`src/rtl/cfe_pkg.sv`:
```
`default_nettype none

package cfe_pkg;

    localparam int FORCE_LIMIT     = 16383;
    localparam int TYPE_GAIN_UNITY = 1024;
    localparam int COEF_SHIFT      = 14;
    localparam int FRIC_SHIFT      = 8;
    localparam int SCALE_SHIFT     = 8;
    localparam int TYPE_GAIN_SHIFT = 10;
    localparam int FRICTION_KNEE   = 256;
    localparam int SPRING_SCALE    = 128;
    localparam int QUEUE_DEPTH_DEF = 4;

    localparam logic [11:0] SCALE_RESET = 12'd256;

    // Configuration register indexes.
    localparam logic [1:0] CFG_DAMPER   = 2'd0;
    localparam logic [1:0] CFG_INERTIA  = 2'd1;
    localparam logic [1:0] CFG_FRICTION = 2'd2;

    typedef enum logic [1:0] {
        MODE_SPRING   = 2'd0,
        MODE_DAMPER   = 2'd1,
        MODE_INERTIA  = 2'd2,
        MODE_FRICTION = 2'd3
    } t_mode;

    typedef enum logic [1:0] {
        KIND_ZERO       = 2'd0,
        KIND_COND       = 2'd1,
        KIND_FRIC_FULL  = 2'd2,
        KIND_FRIC_SLOPE = 2'd3
    } t_kind;

    // Effect parameters carried through the front stages.
    typedef struct packed {
        logic signed [15:0] cp;
        logic [14:0]        db;
        logic signed [15:0] pc;
        logic signed [15:0] nc;
        logic [14:0]        ps;
        logic [14:0]        ns;
        logic [7:0]         eg;
        logic [14:0]        tg;
    } t_par;

    // One classified item waiting for the back end.
    typedef struct packed {
        t_kind              kind;
        logic signed [18:0] opnd;
        logic signed [16:0] coef;
        logic [14:0]        lim;
        logic               no_limit;
        logic [7:0]         eg;
        logic [14:0]        tg;
    } t_qentry;

    function automatic logic signed [15:0] sat16(input logic signed [39:0] x);
        logic signed [15:0] r;
        if (x > 40'sd32767) begin
            r = 16'sh7fff;
        end else if (x < -40'sd32768) begin
            r = 16'sh8000;
        end else begin
            r = x[15:0];
        end
        return r;
    endfunction

endpackage

`default_nettype wire

```
`src/rtl/cfe_front.sv`:
```
`default_nettype none

module cfe_front #(
    parameter int QUEUE_DEPTH = 4
) (
    input  wire logic                               i_clk,
    input  wire logic                               i_rst_n,
    input  wire logic                               start,
    output logic                                    busy,
    input  wire logic [1:0]                         i_mode,
    input  wire logic signed [15:0]                 i_axis_position,
    input  wire logic signed [15:0]                 i_axis_velocity,
    input  wire logic signed [15:0]                 i_axis_accel,
    input  wire cfe_pkg::t_par                      i_par,
    input  wire logic                               i_cfg_valid,
    input  wire logic [1:0]                         i_cfg_index,
    input  wire logic [11:0]                        i_cfg_data,
    input  wire logic [$clog2(QUEUE_DEPTH+1)-1:0]   i_level,
    output logic                                    o_push,
    output cfe_pkg::t_qentry                        o_entry
);
    import cfe_pkg::*;

    localparam int LEVEL_W = $clog2(QUEUE_DEPTH + 1);
    localparam int SUM_W   = LEVEL_W + 2;
    localparam logic signed [15:0] KNEE = 16'(FRICTION_KNEE);

    logic [11:0] r_damper, r_inertia, r_friction;

    // Stage 1 registers.
    logic               r_v1;
    t_mode              r_mode1;
    logic               r_zero1;
    logic signed [28:0] r_prod1;
    t_par               r_par1;

    // Stage 2 registers.
    logic               r_v2;
    t_mode              r_mode2;
    logic               r_zero2;
    logic signed [15:0] r_val2;
    t_par               r_par2;

    logic               accept;
    logic [SUM_W-1:0]   occ;
    logic signed [15:0] x_sel;
    logic [11:0]        sc_sel;
    logic               zero_sel;
    logic signed [28:0] mul1;
    logic [1:0]         sgn_acc, sgn_vel;

    logic signed [17:0] v18, lo, hi, db18, neg_v;
    logic signed [18:0] d_lo, d_hi;
    logic signed [15:0] t_pos, t_neg, t_sel, neg_nc, fcoef;
    logic               below, above, vpos;
    t_qentry            n_entry;

    // Items in the queue plus items still in the front stages reserve slots.
    assign occ    = SUM_W'(i_level) + SUM_W'(r_v1) + SUM_W'(r_v2);
    assign busy   = (occ >= SUM_W'(QUEUE_DEPTH));
    assign accept = start && !busy;

    assign sgn_acc = {i_axis_accel == 16'sd0, i_axis_accel[15]};
    assign sgn_vel = {i_axis_velocity == 16'sd0, i_axis_velocity[15]};

    always_comb begin
        x_sel    = i_axis_position;
        sc_sel   = 12'(SPRING_SCALE);
        zero_sel = 1'b0;
        case (t_mode'(i_mode))
            MODE_SPRING: begin
                x_sel  = i_axis_position;
                sc_sel = 12'(SPRING_SCALE);
            end
            MODE_DAMPER: begin
                x_sel  = i_axis_velocity;
                sc_sel = r_damper;
            end
            MODE_INERTIA: begin
                x_sel    = i_axis_accel;
                sc_sel   = r_inertia;
                zero_sel = (sgn_acc == sgn_vel);
            end
            MODE_FRICTION: begin
                x_sel    = i_axis_velocity;
                sc_sel   = r_friction;
                zero_sel = (i_axis_velocity == 16'sd0);
            end
            default: begin
                x_sel  = i_axis_position;
                sc_sel = 12'(SPRING_SCALE);
            end
        endcase
    end

    // Spring is scaled by one half as a multiply by 128 followed by the shared shift.
    assign mul1 = 29'(x_sel) * 29'($signed({1'b0, sc_sel}));

    always_ff @(posedge i_clk) begin
        if (!i_rst_n) begin
            r_damper   <= SCALE_RESET;
            r_inertia  <= SCALE_RESET;
            r_friction <= SCALE_RESET;
            r_v1       <= 1'b0;
            r_v2       <= 1'b0;
        end else begin
            if (i_cfg_valid) begin
                case (i_cfg_index)
                    CFG_DAMPER:   r_damper   <= i_cfg_data;
                    CFG_INERTIA:  r_inertia  <= i_cfg_data;
                    CFG_FRICTION: r_friction <= i_cfg_data;
                    default:      ;
                endcase
            end
            r_v1 <= accept;
            r_v2 <= r_v1;
        end
    end

    always_ff @(posedge i_clk) begin
        r_mode1 <= t_mode'(i_mode);
        r_zero1 <= zero_sel;
        r_prod1 <= mul1;
        r_par1  <= i_par;
        r_mode2 <= r_mode1;
        r_zero2 <= r_zero1;
        r_val2  <= sat16(40'(r_prod1 >>> SCALE_SHIFT));
        r_par2  <= r_par1;
    end

    // Classification: dead band test for the condition modes, knee test for friction.
    assign v18   = 18'(r_val2);
    assign db18  = $signed({3'b000, r_par2.db});
    assign lo    = 18'(r_par2.cp) - db18;
    assign hi    = 18'(r_par2.cp) + db18;
    assign below = (v18 < lo);
    assign above = (v18 > hi);
    assign d_lo  = 19'(v18) - 19'(lo);
    assign d_hi  = 19'(v18) - 19'(hi);

    assign vpos   = (r_val2 > 16'sd0);
    assign neg_v  = -v18;
    assign t_pos  = sat16(40'(v18 - db18));
    assign t_neg  = sat16(40'(neg_v - db18));
    assign neg_nc = sat16(40'(-18'(r_par2.nc)));
    assign t_sel  = vpos ? t_pos : t_neg;
    assign fcoef  = vpos ? r_par2.pc : neg_nc;

    always_comb begin
        n_entry          = '0;
        n_entry.kind     = KIND_ZERO;
        n_entry.eg       = r_par2.eg;
        n_entry.tg       = r_par2.tg;
        if (!r_zero2) begin
            if (r_mode2 == MODE_FRICTION) begin
                n_entry.coef = 17'(fcoef);
                n_entry.opnd = 19'(t_sel);
                if (t_sel > KNEE) begin
                    n_entry.kind = KIND_FRIC_FULL;
                end else if (t_sel > 16'sd0) begin
                    n_entry.kind = KIND_FRIC_SLOPE;
                end
            end else if (below) begin
                n_entry.kind     = KIND_COND;
                n_entry.opnd     = d_lo;
                n_entry.coef     = 17'(r_par2.nc);
                n_entry.lim      = r_par2.ns;
                n_entry.no_limit = (r_mode2 == MODE_INERTIA) && (r_par2.ns == 15'd0);
            end else if (above) begin
                n_entry.kind     = KIND_COND;
                n_entry.opnd     = d_hi;
                n_entry.coef     = 17'(r_par2.pc);
                n_entry.lim      = r_par2.ps;
                n_entry.no_limit = (r_mode2 == MODE_INERTIA) && (r_par2.ps == 15'd0);
            end
        end
    end

    assign o_push  = r_v2;
    assign o_entry = n_entry;

endmodule

`default_nettype wire

```
`src/rtl/cfe_queue.sv`:
```
`default_nettype none

module cfe_queue #(
    parameter int QUEUE_DEPTH = 4
) (
    input  wire logic                               i_clk,
    input  wire logic                               i_rst_n,
    input  wire logic                               i_push,
    input  wire cfe_pkg::t_qentry                   i_entry,
    output logic [$clog2(QUEUE_DEPTH+1)-1:0]        o_level,
    output logic                                    o_valid,
    output cfe_pkg::t_qentry                        o_entry
);
    import cfe_pkg::*;

    localparam int AW      = (QUEUE_DEPTH > 1) ? $clog2(QUEUE_DEPTH) : 1;
    localparam int LEVEL_W = $clog2(QUEUE_DEPTH + 1);

    t_qentry            mem [QUEUE_DEPTH];
    logic [AW-1:0]      r_wptr, r_rptr;
    logic [LEVEL_W-1:0] r_level;
    logic               r_valid;
    t_qentry            r_data;
    logic               pop;

    // The back end never stalls, so any stored entry is read out at once.
    assign pop = (r_level != '0);

    always_ff @(posedge i_clk) begin
        if (i_push) begin
            mem[r_wptr] <= i_entry;
        end
        if (pop) begin
            r_data <= mem[r_rptr];
        end
    end

    always_ff @(posedge i_clk) begin
        if (!i_rst_n) begin
            r_wptr  <= '0;
            r_rptr  <= '0;
            r_level <= '0;
            r_valid <= 1'b0;
        end else begin
            r_valid <= pop;
            if (i_push) begin
                r_wptr <= (r_wptr == AW'(QUEUE_DEPTH - 1)) ? '0 : r_wptr + 1'b1;
            end
            if (pop) begin
                r_rptr <= (r_rptr == AW'(QUEUE_DEPTH - 1)) ? '0 : r_rptr + 1'b1;
            end
            case ({i_push, pop})
                2'b10:   r_level <= r_level + 1'b1;
                2'b01:   r_level <= r_level - 1'b1;
                default: r_level <= r_level;
            endcase
        end
    end

    assign o_level = r_level;
    assign o_valid = r_valid;
    assign o_entry = r_data;

`ifndef SYNTHESIS
    a_level_bound: assert property (@(posedge i_clk) disable iff (!i_rst_n)
        r_level <= LEVEL_W'(QUEUE_DEPTH))
        else $error("queue level above depth");

    a_no_overflow: assert property (@(posedge i_clk) disable iff (!i_rst_n)
        i_push |-> (r_level < LEVEL_W'(QUEUE_DEPTH)))
        else $error("push into a full queue");

    a_valid_follows_pop: assert property (@(posedge i_clk) disable iff (!i_rst_n)
        o_valid |-> $past(r_level != '0))
        else $error("queue output without a stored entry");
`endif

endmodule

`default_nettype wire

```
`src/rtl/cfe_back.sv`:
```
`default_nettype none

module cfe_back (
    input  wire logic                   i_clk,
    input  wire logic                   i_rst_n,
    input  wire logic                   i_take,
    input  wire cfe_pkg::t_qentry       i_entry,
    output logic                        o_valid,
    output logic signed [14:0]          o_force_res
);
    import cfe_pkg::*;

    localparam logic signed [31:0] TG_LIM = 32'(FORCE_LIMIT * TYPE_GAIN_UNITY);

    logic               r_bv1, r_bv2, r_bv3, r_bv4, r_bv5;

    // B1: coefficient product.
    t_kind              r_kind1;
    logic signed [35:0] r_p1;
    logic signed [16:0] r_coef1;
    logic [14:0]        r_lim1;
    logic               r_nolim1;
    logic [7:0]         r_eg1;
    logic [14:0]        r_tg1;
    // B2: shaped force.
    logic signed [15:0] r_f2;
    logic [7:0]         r_eg2;
    logic [14:0]        r_tg2;
    // B3: after effect gain.
    logic signed [15:0] r_g3;
    logic [14:0]        r_tg3;
    logic               r_mute3;
    // B4: type gain product.
    logic signed [31:0] r_p4;
    logic               r_mute4;
    // B5: output.
    logic signed [14:0] r_out;

    logic signed [21:0] cs;
    logic signed [21:0] lim22;
    logic signed [21:0] cl;
    logic signed [15:0] n_f;
    logic signed [25:0] pe;
    logic signed [31:0] pt;

    assign lim22 = $signed({7'd0, r_lim1});
    assign cs    = r_p1[35:14];

    always_comb begin
        cl = cs;
        if (!r_nolim1) begin
            if (cs > lim22) begin
                cl = lim22;
            end else if (cs < -lim22) begin
                cl = -lim22;
            end
        end
        case (r_kind1)
            KIND_COND:       n_f = sat16(40'(cl));
            KIND_FRIC_SLOPE: n_f = sat16(40'(r_p1) >>> FRIC_SHIFT);
            KIND_FRIC_FULL:  n_f = r_coef1[15:0];
            default:         n_f = 16'sd0;
        endcase
    end

    assign pe = 26'(r_f2) * 26'($signed({2'b00, r_eg2}) + 10'sd1);

    always_comb begin
        if (r_p4 > TG_LIM) begin
            pt = TG_LIM;
        end else if (r_p4 < -TG_LIM) begin
            pt = -TG_LIM;
        end else begin
            pt = r_p4;
        end
    end

    always_ff @(posedge i_clk) begin
        if (!i_rst_n) begin
            r_bv1 <= 1'b0;
            r_bv2 <= 1'b0;
            r_bv3 <= 1'b0;
            r_bv4 <= 1'b0;
            r_bv5 <= 1'b0;
        end else begin
            r_bv1 <= i_take;
            r_bv2 <= r_bv1;
            r_bv3 <= r_bv2;
            r_bv4 <= r_bv3;
            r_bv5 <= r_bv4;
        end
    end

    always_ff @(posedge i_clk) begin
        r_kind1  <= i_entry.kind;
        r_p1     <= 36'(i_entry.opnd) * 36'(i_entry.coef);
        r_coef1  <= i_entry.coef;
        r_lim1   <= i_entry.lim;
        r_nolim1 <= i_entry.no_limit;
        r_eg1    <= i_entry.eg;
        r_tg1    <= i_entry.tg;

        r_f2     <= n_f;
        r_eg2    <= r_eg1;
        r_tg2    <= r_tg1;

        r_g3     <= pe[23:8];
        r_tg3    <= r_tg2;
        r_mute3  <= (r_eg2 == 8'd0) || (r_tg2 == 15'd0);

        r_p4     <= 32'(r_g3) * 32'($signed({1'b0, r_tg3}));
        r_mute4  <= r_mute3;

        r_out    <= r_mute4 ? 15'sd0 : pt[24:10];
    end

    assign o_valid     = r_bv5;
    assign o_force_res = r_out;

`ifndef SYNTHESIS
    a_fixed_latency: assert property (@(posedge i_clk) disable iff (!i_rst_n)
        i_take |-> ##5 o_valid)
        else $error("back end result missing after five stages");

    a_force_range: assert property (@(posedge i_clk) disable iff (!i_rst_n)
        o_valid |-> (o_force_res != 15'sh4000))
        else $error("force outside the clamp range");

    a_valid_known: assert property (@(posedge i_clk) disable iff (!i_rst_n)
        !$isunknown(o_valid))
        else $error("result strobe unknown");
`endif

endmodule

`default_nettype wire

```
`src/rtl/condition_effect_force.sv`:
```
`default_nettype none

// Channel   | Direction | Handshake                          | Payload
// ----------+-----------+------------------------------------+-----------------------------
// command   | in        | start high while busy low          | i_mode, axis state, params
// config    | in        | i_cfg_valid and o_cfg_ready high   | i_cfg_index, i_cfg_data
// result    | out       | o_valid high for one cycle         | o_force_res
//
// The block accepts one command transaction per clock cycle while busy is
// low. The result of a transaction appears with o_valid after two front
// stages (input scaling multiply, then saturation), one queue write, one
// registered queue read and five back stages (coefficient multiply,
// clamp, effect gain multiply, type gain multiply, final clamp).
// Reset is synchronous and active low; it clears the queue, all valid bits
// and sets the three scale registers to 1.0 (256).
// The receiver cannot stall; busy only rises when the queue and the front
// stages together hold QUEUE_DEPTH transactions. The queue drains one entry
// per cycle, so at most three are held and busy never rises at depth four.
module condition_effect_force #(
    parameter int QUEUE_DEPTH = cfe_pkg::QUEUE_DEPTH_DEF
) (
    input  wire logic               i_clk,
    input  wire logic               i_rst_n,
    // Command channel.
    input  wire logic               start,
    output logic                    busy,
    input  wire logic [1:0]         i_mode,
    input  wire logic signed [15:0] i_axis_position,
    input  wire logic signed [15:0] i_axis_velocity,
    input  wire logic signed [15:0] i_axis_accel,
    input  wire logic signed [15:0] i_centre_offset,
    input  wire logic [14:0]        i_dead_band,
    input  wire logic signed [15:0] i_pos_coef,
    input  wire logic signed [15:0] i_neg_coef,
    input  wire logic [14:0]        i_pos_sat,
    input  wire logic [14:0]        i_neg_sat,
    input  wire logic [7:0]         i_effect_gain,
    input  wire logic [14:0]        i_type_gain,
    // Configuration channel.
    input  wire logic               i_cfg_valid,
    output logic                    o_cfg_ready,
    input  wire logic [1:0]         i_cfg_index,
    input  wire logic [11:0]        i_cfg_data,
    // Result channel.
    output logic                    o_valid,
    output logic signed [14:0]      o_force_res
);
    import cfe_pkg::*;

    localparam int LEVEL_W = $clog2(QUEUE_DEPTH + 1);

    t_par               par;
    logic               push;
    t_qentry            push_entry;
    logic [LEVEL_W-1:0] level;
    logic               q_valid;
    t_qentry            q_entry;

    // Configuration writes are taken in any cycle; the host must only write
    // while no transaction is in flight, which the block does not enforce.
    assign o_cfg_ready = 1'b1;

    assign par.cp = i_centre_offset;
    assign par.db = i_dead_band;
    assign par.pc = i_pos_coef;
    assign par.nc = i_neg_coef;
    assign par.ps = i_pos_sat;
    assign par.ns = i_neg_sat;
    assign par.eg = i_effect_gain;
    assign par.tg = i_type_gain;

    // The front end scales the selected axis value, applies the dead band
    // or the friction knee, and turns each transaction into a queue entry
    // that names which kind of force law the back end must apply.
    cfe_front #(
        .QUEUE_DEPTH (QUEUE_DEPTH)
    ) u_front (
        .i_clk           (i_clk),
        .i_rst_n         (i_rst_n),
        .start           (start),
        .busy            (busy),
        .i_mode          (i_mode),
        .i_axis_position (i_axis_position),
        .i_axis_velocity (i_axis_velocity),
        .i_axis_accel    (i_axis_accel),
        .i_par           (par),
        .i_cfg_valid     (i_cfg_valid),
        .i_cfg_index     (i_cfg_index),
        .i_cfg_data      (i_cfg_data),
        .i_level         (level),
        .o_push          (push),
        .o_entry         (push_entry)
    );

    // Short queue between the two halves.
    cfe_queue #(
        .QUEUE_DEPTH (QUEUE_DEPTH)
    ) u_queue (
        .i_clk   (i_clk),
        .i_rst_n (i_rst_n),
        .i_push  (push),
        .i_entry (push_entry),
        .o_level (level),
        .o_valid (q_valid),
        .o_entry (q_entry)
    );

    // The back end applies the coefficient and saturation, then the effect
    // and type gains, and drives the registered result.
    cfe_back u_back (
        .i_clk       (i_clk),
        .i_rst_n     (i_rst_n),
        .i_take      (q_valid),
        .i_entry     (q_entry),
        .o_valid     (o_valid),
        .o_force_res (o_force_res)
    );

endmodule

`default_nettype wire
```
`config.mk`:
```
export PLATFORM = sky130hd
export DESIGN_NAME = condition_effect_force
export DESIGN_NICKNAME = d
export VERILOG_FILES = /design/src/rtl/cfe_pkg.sv /design/src/rtl/cfe_front.sv /design/src/rtl/cfe_queue.sv /design/src/rtl/cfe_back.sv /design/src/rtl/condition_effect_force.sv
export SDC_FILE = /design/constraint.sdc
export NUM_CORES = 2
export LEC_CHECK = 0
export BUFFER_PORTS_ARGS = -buffer_cell sky130_fd_sc_hd__clkbuf_2
export CAP_MARGIN = 10
export CORE_AREA = 2 2 342 344
export CTS_BUF_LIST = sky130_fd_sc_hd__clkbuf_2 sky130_fd_sc_hd__clkbuf_4 sky130_fd_sc_hd__clkbuf_8
export DETAILED_ROUTE_END_ITERATION = 16
export DIE_AREA = 0 0 344 346
export GPL_ROUTABILITY_DRIVEN = 0
export PLACE_DENSITY = 0.76
export SYNTH_ARGS = -nofsm -noshare
export SYNTH_HDL_FRONTEND = slang
export SYNTH_SLANG_ARGS = --single-unit
```
`constraint.sdc`:
```
create_clock -name i_clk -period 8.65 [get_ports i_clk]
set_clock_uncertainty 0.1 [all_clocks]
set_input_delay 1.73 -clock i_clk [delete_from_list [all_inputs] [get_ports i_clk]]
set_output_delay 1.73 -clock i_clk [all_outputs]
set_load 0.01 [all_outputs]
```
* After elaboration in Yosys (flattened, before gate mapping)
Memories as Yosys holds them, arrays and structs flattened. A register that Yosys moved wholly into a read port is not among the register bits.
Cells that the tools add are included.
** Word-level totals
- Flip-flop bits (word level) :: 546
- RAM bits :: 308
- Bits of input ports :: 184
- Logic and storage cells :: 165
- Memories kept :: 1
** Memories
- u_queue.mem :: words 4, bits a word 77, rd ports 1, clocked after Yosys merged registers in 1, wr ports 1, line cfe_queue.sv:19 : t_qentry mem [QUEUE_DEPTH];
** Operators by class
- $add $sub $neg :: 16
- $mul :: 4
- $lt $le $gt $ge :: 22
- Eq/ne operators :: 15
- Multiplexer cells :: 34
- Reductions and logical operators :: 20
** Operators with widths (count)
- $mux 16 :: 14
- $gt 40x16->1 const B :: 3
- $lt 40x16->1 const B :: 3
- $mux 53 :: 2
- $pmux 16 s3 :: 2
- $mux 22 :: 3
- $mux 54 :: 1
- $pmux 12 s4 :: 1
- $logic_not 15->1 :: 3
- $neg 16->40 :: 1
- $mux 38 :: 1
- $mul 19x17->36 :: 1
- $sub 16x17->18 :: 2
- $sub 16x16->17 :: 2
- $gt 16x1->1 const B :: 2
- $gt 32x25->1 const B :: 1
- $logic_not 16->1 :: 2
- $lt 32x25->1 const B :: 1
- $mul 16x16->32 :: 1
- $mul 16x13->29 :: 1
- $gt 28x16->1 const B :: 1
- $lt 28x16->1 const B :: 1
- $mux 25 :: 1
- $mul 16x10->24 :: 1
- 37 further kinds :: 60

* Longest topological paths before layout
- Word-level depth :: 11
- Mapped depth :: 28
- Depth with buffers taken out :: 26

* Cells and area by module
From an unflattened synthesis, not the netlist that was laid out.
** Unflattened totals
- Cell total of the unflattened synthesis :: 6417
- Area total of the unflattened synthesis :: 67958.9 µm²
** By module, submodules not included
- cfe_back :: instances 1, cells an instance 3418, area each 32307.2 µm², sequential area each 4184.0 µm²
- cfe_front :: instances 1, cells an instance 2470, area each 21782.1 µm², sequential area each 6266.0 µm²
- cfe_queue :: instances 1, cells an instance 527, area each 13858.3 µm², sequential area each 11721.2 µm²
- condition_effect_force :: instances 1, cells an instance 2, area each 11.3 µm², sequential area each 0.0 µm²

* Worst setup path before layout
No wires, ideal clock.
- Path type :: input port to flip-flop
- Start point :: input port i_mode[0]
- End point :: register u_front.r_prod1[27]
- Arrival :: 8.507 ns
- Required time :: 8.427 ns
- Slack :: -0.080 ns
- Cell stages on the path :: 27
- Buffers on the path :: 3
- Cell sequence :: buf_2 buf_1 mux2_2 a22oi_1 clkbuf_1 nor2_1 fa_1 inv_1 fa_1 inv_1 fa_1 fa_1 inv_1 fa_1 inv_1 ha_1 a21o_1 a21o_1 a211oi_1 o211ai_1 a221oi_1 o21ai_1 o211a_1 o21a_1 o21ai_1 a21oi_1 xor2_1
** On the way
- Word-level cells in the longest chain between the ends :: 4
** Ends and longest elaborated chain
- from (decl) :: line condition_effect_force.sv:27 : input wire logic [1:0] i_mode,
- $eq 2x1->1 or $eq 2x2->1 (tied branches) :: line cfe_front.sv:70 : case (t_mode'(i_mode))
- $reduce_or 2->1 (no line)
- $pmux 16 s3 :: line cfe_front.sv:70
- $mul 16x13->29 (*) :: line cfe_front.sv:97 : assign mul1 = 29'(x_sel) * 29'($signed({1'b0, sc_sel}));
- net u_front.mul1[27] :: line cfe_front.sv:49 : logic signed [28:0] mul1;
- to (signal assigned) :: line cfe_front.sv:123 : r_prod1 <= mul1;
- to (decl) :: line cfe_front.sv:34 : logic signed [28:0] r_prod1;
Mark *: on every way through the listed nets, which the timed path passes. The rest lies on a longest branch.
A chain may end at the register's enable or synchronous reset.

* Worst setup path after layout
- Start point :: input port i_mode[1]
- End point :: register u_front.r_prod1[27]
The elaborated chain is that of the path after synthesis.

==> impl_metrics.toml <==
[synthesis]
synth-seq-cells = 905
synthDistinctLibCells = 93
yosysMostFrequentCell = "inv_1"
syn_nets = 7754
netlist.area_leader.share = 0.258
ys.warnings.count = 0
synth_area_leaders = "fa_1 26%, edfxtp_1 17%, dfxtp_1 16%"
synth_top_area_cell = "fa_1"
synth_area_um2 = 66600
synth_common_cells = "1182 x inv_1, 859 x fa_1, 622 x nand2_1"
syn_inst = 6271
ys.flop_type = "dfxtp_1"
ys_async_sr_fraction = 0
synth_edf_count = 375
synth.avg_cell_area_um2 = 10.6
seq_area_frac_synth = 0.328

[sta]
slew_viol_final = 0
hold_violations = 0
fin_crit_ns = 7.74
period_share = 0.895
max_clock_freq_mhz = 129
rsz0062_at_grt = "false"
setup_viol = 0
worst_pin_slew_ns = 1.18
setup_ws_ns = 0.911
max_slew_margin = 0.206
setup_tns_ns = 0

[setup_path]
cp_max_fo = 16
max_stage_delay_ns = 0.60
path_depth = 26
crit_type = "in -> reg"
cp.arrival_ns = 8.35
reg2reg_from = "u_queue.o_entry[45]$_DFFE_PN_"
r2r_end = "u_back.r_p1[35]$_DFF_P_"
worst_path_dominant_cell_family = "adder cells"
worst_path_most_repeated_cell = "fa_1"
crit_buf_inv = 6
endpoint_kind = "register"
worstRegToRegCells = 22
rrSetupSlack_ns = 1.00
slowest_stage = "o21ai_0"
startpoint_type = "primary input"
critPathRequiredTime_ns = 9.26

[layout]
multi_input_area_um2 = 39600
regArea_um2 = 21900
fin_nets = 7991
drive_gt1_frac = 0.103
syn_to_final_growth_pct = 9.26
fillCellCount = 8860

[detailed_routing]
via_per_inst = 5.55
drt_wl_total_um = 151000
drtIter0Drc = 3453
wl_per_cell_um = 18.5
vias = 45200
post-route-drc-count = 0
drt_pass1_iterations = 6
ant_nets = 0

[hold_path]
hold_path_depth = 0
min_to = "u_front.o_entry[20]$_DFF_P_"
worstHoldStart = "u_front.r_par1[20]$_DFF_P_"
min_path_type = "reg -> reg"

[grt]
grt_usage = 0.263
antenna_found_initial = 1
grt_pass1_wl_um = 248000
grt_max_degree = 61
overflow = 0
grt_pass1_vias = 48300

[cts]
cts_setup_buffers = 0
ctsResizeCount = 0
clkSlewWorstSetupHoldPaths_ns = 0.06
clockBufferDepth = 3
tritoncts = "yes"
cts.sink_count = 905
hold_buffers = 0
h-tree-depth = 4
insertion_delay_ns = 0.90
cts_inserted_buffers = 143
root_buffer = "clkbuf_8"

[floorplanning]
boundaryPins = 202
dieArea_um2 = 119000
die_h_um = 346
fp.dieW_um = 344
coreArea_um2 = 115000
std_cell_rows = 125
start_util = 0.577

[run]
maxCapViolCount = 0

[placement]
dp_hpwl_um = 117000
pre_cts_ws_ns = 0.125
portBuffers = 200

[status]
outcome = "completed"
-- worst max-delay path by stage --
stage | slack, ns | end | startpoint
after floorplan | 0.07 | u_front.r_prod1[27]$_DFF_P_ | i_mode[0]
after global placement | 0.28 | u_front.r_prod1[27]$_DFF_P_ | i_mode[0]
after detailed placement | 0.12 | u_front.r_prod1[27]$_DFF_P_ | i_mode[1]
after CTS | 1.02 | u_front.r_prod1[27]$_DFF_P_ | i_mode[1]
after global routing | 0.50 | u_front.r_prod1[27]$_DFF_P_ | i_mode[1]
final | 0.91 | u_front.r_prod1[27]$_DFF_P_ | i_mode[1]
-- placed cells by master, fill, tap and decap left out, types with 19 or more instances in the layout --
cell      netlist  layout
xor2_1         49      47
nor4_1         42      42
clkbuf_8        0     171
nand4_1        28      28
o21bai_1       20      20
edfxtp_1      375     375
nor2_1        258     257
mux2i_1        20      20
xnor2_1       169     168
dfxtp_1       530     528
nand2b_1       43      42
o21ai_0       110     110
clkbuf_4        0      44
a22oi_1        51      51
o22ai_1        27      27
mux4_2         75      75
nand3_1        44      44
o21a_1         57      57
nand2_1       622     621
inv_1        1182    1181
a21oi_1       175     175
nor3_1         69      69
buf_4           2      80
nor2b_1        99      99
o31ai_1        23      23
a21boi_0       49      49
a211oi_1       23      23
clkbuf_2        0     200
fa_1          859     859
o211ai_1       19      19
and2_1        299     295
ha_1          440     440
a21o_1         74      74
-- routing by layer --
metal	global-route usage	share of wire	up-vias
li1	-	-	20700
met1	0.342	0.41	22600
met2	0.445	0.49	1634
met3	0.0402	0.064	353
met4	0.0983	0.037	0
met5	0	0	-
-- final cells by class --
cell class,count,area share
sequential,905,0.300
timing repair buffer,281,0.0221
inverter,1185,0.0612
clock buffer,215,0.0369
clock inverter,48,0.00888
tap,1524,0.0262
multi-input combinational,3992,0.544
antenna,2,0.0000687
-- through the flow --
step	utilization	cells	cell area (µm²)	hold slack [ns]
6_report	0.631	8152	72800	0.215
5_1_grt	0.631	8151	72800	0.226
4_1_cts	0.631	8148	72800	0.218
3_5_place_dp	0.602	7885	69500	0.212
3_3_place_gp	0.602	7885	69500	0.211
2_1_floorplan	-	6271	66600	0.210
-- state kept, by name, indices dropped and copies added, names as in the netlist, 16 cells and up --
register and count:
u_front.r_val2 16, u_back.r_f2 16, u_front.r_par2 78, u_back.r_g3 16
u_front.r_par1 116, u_front.o_entry 23, u_back.r_p1 28, u_queue.mem 300
u_back.r_p4 32, u_front.r_prod1 21, u_queue.o_entry 75, u_back.r_coef1 16
-- logic make-up after synthesis --
group / synth area share
compound gates: 0.0780
buf+inv: 0.0778
simple gates: 0.116
fa+ha+maj: 0.341
mux: 0.0307
other cells: 0.0000563
flops: 0.328
xor+xnor: 0.0286
Power is left out: the tool's default activity adds up to more than one toggle a clock period on the data nets, which glitch-free logic cannot reach.
